[src/hdl/assert_macros.svh]
// Assertion macros for the RTL of the HMAC-SHA256 stream block.
// No dependencies; include with the bare file name.
`ifndef ASSERT_MACROS_SVH
`define ASSERT_MACROS_SVH

// Condition holds on every clock edge outside reset.
`define ASSERT_ALWAYS(lbl, clk, rst_n, cond, msg) \
	lbl: assert property (@(posedge clk) disable iff (!rst_n) (cond)) else $error(msg);

// Antecedent in one cycle implies consequent in the next.
`define ASSERT_NEXT(lbl, clk, rst_n, ante, cons, msg) \
	lbl: assert property (@(posedge clk) disable iff (!rst_n) (ante) |=> (cons)) else $error(msg);

`endif

[src/hdl/hmac_pkg.sv]
// Shared types, constants and SHA-256 helper functions for the HMAC block.
// No dependencies.
`timescale 1ns / 1ps
package hmac_pkg;

	// Item class assigned by the front end
	typedef enum logic [1:0] {
		OP_IDLE     = 2'd0,
		OP_BYTE     = 2'd1,
		OP_END      = 2'd2,
		OP_BYTE_END = 2'd3
	} op_t;

	typedef struct packed {
		op_t        op;
		logic [7:0] data;
	} item_t;

	localparam int          KEY_WORDS  = 8;
	localparam int          CFG_IDX_W  = 4;
	localparam logic [31:0] IPAD       = 32'h36363636;
	localparam logic [31:0] OPAD       = 32'h5c5c5c5c;
	localparam logic [7:0]  PAD_BYTE   = 8'h80;
	localparam logic [31:0] PAD_WORD   = 32'h80000000;
	localparam logic [63:0] KEY_BITS   = 64'd512;
	localparam logic [63:0] OUTER_BITS = 64'd768;

	localparam logic [0:7][31:0] INIT_HASH = {
		32'h6a09e667, 32'hbb67ae85, 32'h3c6ef372, 32'ha54ff53a,
		32'h510e527f, 32'h9b05688c, 32'h1f83d9ab, 32'h5be0cd19
	};

	localparam logic [0:63][31:0] ROUND_K = {
		32'h428a2f98, 32'h71374491, 32'hb5c0fbcf, 32'he9b5dba5,
		32'h3956c25b, 32'h59f111f1, 32'h923f82a4, 32'hab1c5ed5,
		32'hd807aa98, 32'h12835b01, 32'h243185be, 32'h550c7dc3,
		32'h72be5d74, 32'h80deb1fe, 32'h9bdc06a7, 32'hc19bf174,
		32'he49b69c1, 32'hefbe4786, 32'h0fc19dc6, 32'h240ca1cc,
		32'h2de92c6f, 32'h4a7484aa, 32'h5cb0a9dc, 32'h76f988da,
		32'h983e5152, 32'ha831c66d, 32'hb00327c8, 32'hbf597fc7,
		32'hc6e00bf3, 32'hd5a79147, 32'h06ca6351, 32'h14292967,
		32'h27b70a85, 32'h2e1b2138, 32'h4d2c6dfc, 32'h53380d13,
		32'h650a7354, 32'h766a0abb, 32'h81c2c92e, 32'h92722c85,
		32'ha2bfe8a1, 32'ha81a664b, 32'hc24b8b70, 32'hc76c51a3,
		32'hd192e819, 32'hd6990624, 32'hf40e3585, 32'h106aa070,
		32'h19a4c116, 32'h1e376c08, 32'h2748774c, 32'h34b0bcb5,
		32'h391c0cb3, 32'h4ed8aa4a, 32'h5b9cca4f, 32'h682e6ff3,
		32'h748f82ee, 32'h78a5636f, 32'h84c87814, 32'h8cc70208,
		32'h90befffa, 32'ha4506ceb, 32'hbef9a3f7, 32'hc67178f2
	};

	function automatic logic [31:0] rotr(input logic [31:0] x, input int n);
		return (x >> n) | (x << (32 - n));
	endfunction

	function automatic logic [31:0] bsig0(input logic [31:0] x);
		return rotr(x, 2) ^ rotr(x, 13) ^ rotr(x, 22);
	endfunction

	function automatic logic [31:0] bsig1(input logic [31:0] x);
		return rotr(x, 6) ^ rotr(x, 11) ^ rotr(x, 25);
	endfunction

	function automatic logic [31:0] ssig0(input logic [31:0] x);
		return rotr(x, 7) ^ rotr(x, 18) ^ (x >> 3);
	endfunction

	function automatic logic [31:0] ssig1(input logic [31:0] x);
		return rotr(x, 17) ^ rotr(x, 19) ^ (x >> 10);
	endfunction

	// Key block as sixteen big-endian words, XORed with a pad word
	function automatic logic [0:15][31:0] key_words(input logic [0:7][63:0] key,
			input logic [31:0] pad);
		logic [0:15][31:0] w;
		for (int t = 0; t < 16; t++) begin
			w[t] = (t % 2 == 1) ? (key[t / 2][31:0] ^ pad) : (key[t / 2][63:32] ^ pad);
		end
		return w;
	endfunction

endpackage

[src/hdl/hmac_fifo.sv]
// Short item queue between front end and hash engine.
// Depends on hmac_pkg.
`timescale 1ns / 1ps
module hmac_fifo import hmac_pkg::*; #(
	parameter int DEPTH = 4
) (
	input  logic  clk,
	input  logic  arst_n,
	input  logic  push,
	input  item_t push_item,
	input  logic  pop,
	output item_t pop_item,
	output logic  full,
	output logic  empty
);
	localparam int AW = (DEPTH > 1) ? $clog2(DEPTH) : 1;
	localparam int CW = $clog2(DEPTH + 1);

	item_t          mem_q [DEPTH];
	logic [AW-1:0]  wr_ptr_q;
	logic [AW-1:0]  rd_ptr_q;
	logic [CW-1:0]  cnt_q;

	assign full     = (cnt_q == CW'(DEPTH));
	assign empty    = (cnt_q == '0);
	assign pop_item = mem_q[rd_ptr_q];

	// Storage
	always_ff @(posedge clk) begin
		if (push) begin
			mem_q[wr_ptr_q] <= push_item;
		end
	end

	// Pointers and fill count
	always_ff @(posedge clk or negedge arst_n) begin
		if (!arst_n) begin
			wr_ptr_q <= '0;
			rd_ptr_q <= '0;
			cnt_q    <= '0;
		end else begin
			if (push) begin
				wr_ptr_q <= (wr_ptr_q == AW'(DEPTH - 1)) ? '0 : wr_ptr_q + 1'b1;
			end
			if (pop) begin
				rd_ptr_q <= (rd_ptr_q == AW'(DEPTH - 1)) ? '0 : rd_ptr_q + 1'b1;
			end
			if (push && !pop) begin
				cnt_q <= cnt_q + 1'b1;
			end else if (pop && !push) begin
				cnt_q <= cnt_q - 1'b1;
			end
		end
	end
endmodule

[config.mk]
export PLATFORM = sky130hd
export DESIGN_NAME = hmac_fifo
export DESIGN_NICKNAME = d
export VERILOG_FILES = /design/src/hdl/assert_macros.svh /design/src/hdl/hmac_pkg.sv /design/src/hdl/hmac_fifo.sv
export SDC_FILE = /design/constraint.sdc
export NUM_CORES = 1
export LEC_CHECK = 0
export BUFFER_PORTS_ARGS = -buffer_cell sky130_fd_sc_hd__buf_2
export CAP_MARGIN = 5
export CORE_UTILIZATION = 40
export DETAILED_ROUTE_END_ITERATION = 12
export GPL_TIMING_DRIVEN = 0
export SETUP_SLACK_MARGIN = 0.02
export SYNTH_ARGS = -nofsm -noshare
export SYNTH_HDL_FRONTEND = slang
export SYNTH_SLANG_ARGS = --single-unit
[constraint.sdc]
create_clock -name clk -period 1.85 [get_ports clk]
set_input_delay 0.0925 -clock clk [delete_from_list [all_inputs] [get_ports clk]]
set_output_delay 0.0925 -clock clk [all_outputs]
set_load 0.02 [all_outputs]
After elaboration in Yosys (flattened, before gate mapping)
Memories as Yosys holds them, arrays and structs flattened.
Cells that the tools add are included.
{"block": "word_totals", "wordCells": 23, "latchBits": 0, "mem_count": 1, "mem_bits_ro": 0, "ram_bits": 40, "regBits": 7, "output_inout_bits": 12}
{"memory": "mem_q", "depth": 4, "word_bits": 10, "read_ports": 1, "rd_ports_with_merged_regs": 0, "wr": 1, "line_no": "hmac_fifo.sv:19", "source": "item_t mem_q [DEPTH];"}
{"block": "classes", "shift": 0, "bitwise": 0, "div": 0, "n_mux": 6, "n_eq_ne": 3, "n_lt_le_gt_ge": 0, "n_reduce_logical": 6, "mul": 0, "add_sub_neg": 4}
{"op": "$mux 3", "count": 2}
{"op": "$add 2x1->2 const B", "count": 2}
{"op": "$eq 2x2->1 const B", "count": 2}
{"op": "$mux 2", "count": 2}
{"op": "$add 3x1->3 const B", "count": 1}
{"op": "$eq 3x3->1 const B", "count": 1}
{"op": "$logic_not 3->1", "count": 1}
{"op": "$sub 3x1->3 const B", "count": 1}
{"op": "$logic_and 1x1->1", "count": 2}
{"op": "$logic_not 1->1", "count": 2}
{"op": "$mux 1", "count": 2}
{"op": "$reduce_bool 2->1", "count": 1}

Longest topological paths before layout
{"block": "logic_depth", "word_depth": 4, "mapped_depth": 7}

Worst setup path after synthesis
OpenSTA, ideal clock, no wires.
{"block": "synth_path", "kind": "register to register", "start": "register cnt_q[0]", "end": "register cnt_q[2]", "path_slack_ns": 0.553, "setup_ns": 0.079, "path_stages_with_launch": 5, "arrival_ns": 1.217, "path_buffers": 0, "required_time_ns": 1.771, "synth_period_minus_slack_ns": 1.297, "cell_sequence": "dfrtp_1 > fa_1 > xor2_1 > nor2_1 > xor2_1"}
{"block": "synth_via", "elab_chain_len": 3}
{"item": "start: declaration", "line_no": "hmac_fifo.sv:22", "source": "logic [CW-1:0] cnt_q;"}
{"item": "start signal: assignment", "line_no": "hmac_fifo.sv:49", "source": "cnt_q <= cnt_q + 1'b1;"}
{"item": "start signal: assignment", "line_no": "hmac_fifo.sv:51", "source": "cnt_q <= cnt_q - 1'b1;"}
{"item": "$sub 3x1->3", "line_no": "hmac_fifo.sv:51"}
{"item": "$mux 3", "line_no": "hmac_fifo.sv:50", "source": "end else if (pop && !push) begin"}
{"item": "$mux 3 *", "line_no": "hmac_fifo.sv:48", "source": "if (push && !pop) begin"}
Mark *: on every way between the ends. The rest lies on a longest branch, timed or not. The select of a mux whose other input is x is not followed.
A chain may end at the register's enable or synchronous reset.

==> flow_summary.yaml <==
worst_setup_path:
  crit_type: "flop to primary output"
  cp-end-kind: "primary output"
  crit_slowest_cell: "mux4_2"
  worstPathRequired_ns: 1.76
  path_max_fanout: 10
  path_cells: "buf_6 > mux4_2 > buf_2"
  crit_path_start_kind: "flop"
  worstSetupStartpoint: "rd_ptr_q[0]"
  critPathBufInv: 2
  cp_top_family: "multiplexers"
  arrival_ns: 1.64
  rr_startpoint: "wr_ptr_q[0]"
  slowest_delay_ns: 0.50
yosys:
  yosys.area_share.simple: 0.0289
  ys_async_sr_fraction: 0.149
  yosysMostFrequentCell: "edfxtp_1"
  synth_edf_count: 40
  yosys.area_share.adder: 0.0510
  yosys_warnings: 0
  synth-xor-area-share: 0.0141
  netlist_instances: 89
  syn_area_sq_um: 1860
  syn_area_per_cell_sq_um: 20.9
  synthTopCellsByCount: "40 x edfxtp_1, 8 x mux4_2, 7 x dfrtp_1"
  synth_compound_area_frac: 0.00537
  synth-seq-cells: 47
  synth_mux_area_frac: 0.143
  ys_types: 19
  syn_nets: 110
  synth_area_leaders: "edfxtp_1 64%, mux4_2 9.7%, dfrtp_1 9.4%, ha_1 4.0%, mux4_1 2.8%"
  synth.top_cell.area_share: 0.645
  synth_top_family_by_area: "multiplexers"
  synth_flop_cell: "edfxtp_1"
  ys_seq_area_frac: 0.739
  synth_top_area_cell: "edfxtp_1"
final_layout:
  nets: 147
  area_growth_pct: 18.7
  regArea_sq_um: 1380
  antenna_cells: 0
  multi_input_area_sq_um: 452
  stdcell_count: 179
  fillerInstances: 380
  drive_gt1_frac: 0.354
timing:
  slew_viol_final: 0
  fin_setup_tns_ns: 0
  period_needed_ns: 1.73
  finalSetupViolations: 0
  rsz0062_at_grt: "no"
  relSlewSlack: 0.629
  skew_ns: 0.00481
  worst_pin_slew_ns: 0.556
  layout_setup_ws_ns: 0.117
  hold_viol_final: 0
  max_freq_mhz: 577
  min_period_over_period: 0.937
floorplan:
  die-area_sq_um: 4930
  fp-row-count: 24
  die_height_um: 70.2
  start_util: 0.422
  die_x_um: 70.2
  io_pins: 26
  coreArea_sq_um: 4410
detailed_routing:
  drc: 0
  detail_route.wl_per_cell_um: 16.4
  drt_iter0_markers: 66
  drt-vias-per-instance: 5.02
  totalWireLength_um: 2940
  drtAntennaViolNets: 0
  vias: 899
  drtPass1Iterations: 3
placement:
  dp_hpwl_um: 1920
  post-place-ws_ns: 0.322
  finalWeightedCongestion: 0.721
  io_buffer_count: 25
  dp_cells: 166
power_and_ir_drop:
  combPwrFrac: 0.326
  p_int_mw: 2.27
  switchingPower_mw: 1.03
  irDropWorstVdd_uv: 596
  leakage_nw: 0.829
  switching_share: 0.313
  pwr_density_cell_nw_per_um2: 1490
  seq_power_share: 0.454
  pwr-share-clk: 0.220
outcome:
  status: "finished, final reports clean"
hold_path:
  min-delay-start: "push_item[1]"
  min_path_type: "input port to flop"
grt:
  track_usage: 0.135
  grt_pass1_vias: 1009
  grt_overflow_total: 0
  grt_pass1_wl_um: 4800
  antenna_found_initial: 0
  grt_max_degree: 15
clock_tree:
  cts-root-buf: "clkbuf_8"
  htreeDepth: 2
  cts-resized-gates: 0
  cts_tree: "done"
  cts_sinks: 47
  insertion_delay_ns: 0.30
  clk_pin_slew_ns: 0.08
  cts_inserted_buffers: 5
  cts_max_path_buffers: 2
flow_run:
  cap_violations: 0
-- final cells by class --
cell class,instances,area share
inverters,5,0.00849
well taps,52,0.0294
clock buffers,5,0.0311
multi-input cells,35,0.204
flip-flops and latches,47,0.623
repair buffers,30,0.0792
clock inverters,3,0.0175
plain buffers,2,0.00736
-- path summary, 6_finish.rpt --
path	end	slack, ns	depth (start not counted)
worst min register to register	cnt_q[2]	0.50	1
worst max-delay path	pop_item[3]	0.12	3
worst max register to register	mem_q[2][5]	0.35	3
max in group asynchronous	cnt_q[0]	1.51	2
min in group asynchronous	cnt_q[2]	0.17	2
worst min-delay path	mem_q[2][1]	0.01	1
-- what timing repair did --
action | in CTS | in global routing
endpoints found under the hold margin | 18 | 0
buffers inserted | 0 | 0
hold buffers | 5 | 0
endpoints found under the setup margin | 0 | 0
-- power by group through the flow --
stage	clock network, mW	registers (mW)	logic (mW)
global placement	0	1.51	1.07
floorplan	0	1.49	0.801
detailed placement	0	1.52	1.10
finish	0.728	1.50	1.08
CTS	0.744	1.50	1.11
global route	0.787	1.53	1.18
-- cells in the final DEF, fill, tap and decap left out --
cell type	synthesis	final
mux2_2	3	3
edfxtp_1	40	40
buf_2	1	26
fa_1	1	1
ha_1	6	6
xor2_1	2	2
clkbuf_8	0	5
mux4_2	8	8
mux4_1	2	2
nor3_1	1	1
and2_1	4	4
nor3b_1	1	1
inv_1	5	5
clkinv_1	0	1
clkinv_2	0	1
buf_6	1	1
xnor2_1	1	1
nand2_1	1	1
nor2_1	2	2
dfrtp_1	7	7
bufinv_16	0	1
o21ai_0	2	2
nand3_1	1	1
dlygate4sd3_1	0	5
-- cells by family after synthesis --
| kind of cell | count (synthesis) |
|---|---|
| AND/OR/NAND/NOR | 10 |
| buffers and inverters | 7 |
| XOR/XNOR | 3 |
| adder cells (fa/ha/maj) | 7 |
| AO/OA/AOI/OAI | 2 |
| multiplexers | 13 |
| flip-flops | 47 |
-- flip-flops by register name (all words and copies together), names as in the netlist --
signal	flops
mem_q	40
cnt_q	3
rd_ptr_q	2
wr_ptr_q	2
-- metal layers --
metal / share of wire / GRT usage / wire length (um) / up-vias
met5: 0 / 0 / 0 / -
met4: 0.029 / 0.0822 / 84 / 0
met3: 0.039 / 0.0404 / 115 / 10
met2: 0.51 / 0.214 / 1490 / 22
met1: 0.43 / 0.163 / 1250 / 444
li1: - / - / - / 423
-- stage by stage --
stage | util | total power, mW | cell area [sq um] | hold WS [ns]
final | 0.501 | 3.30 | 2210 | 0.0106
after global routing | 0.501 | 3.49 | 2210 | 0.00957
after CTS | 0.501 | 3.35 | 2210 | 0.00747
after detailed placement | 0.465 | 2.62 | 2050 | -0.0582
after global placement | 0.465 | 2.58 | 2050 | -0.0686
after floorplan | - | 2.29 | 1860 | -0.203
Note: power is estimated with default switching activity, not from simulation.
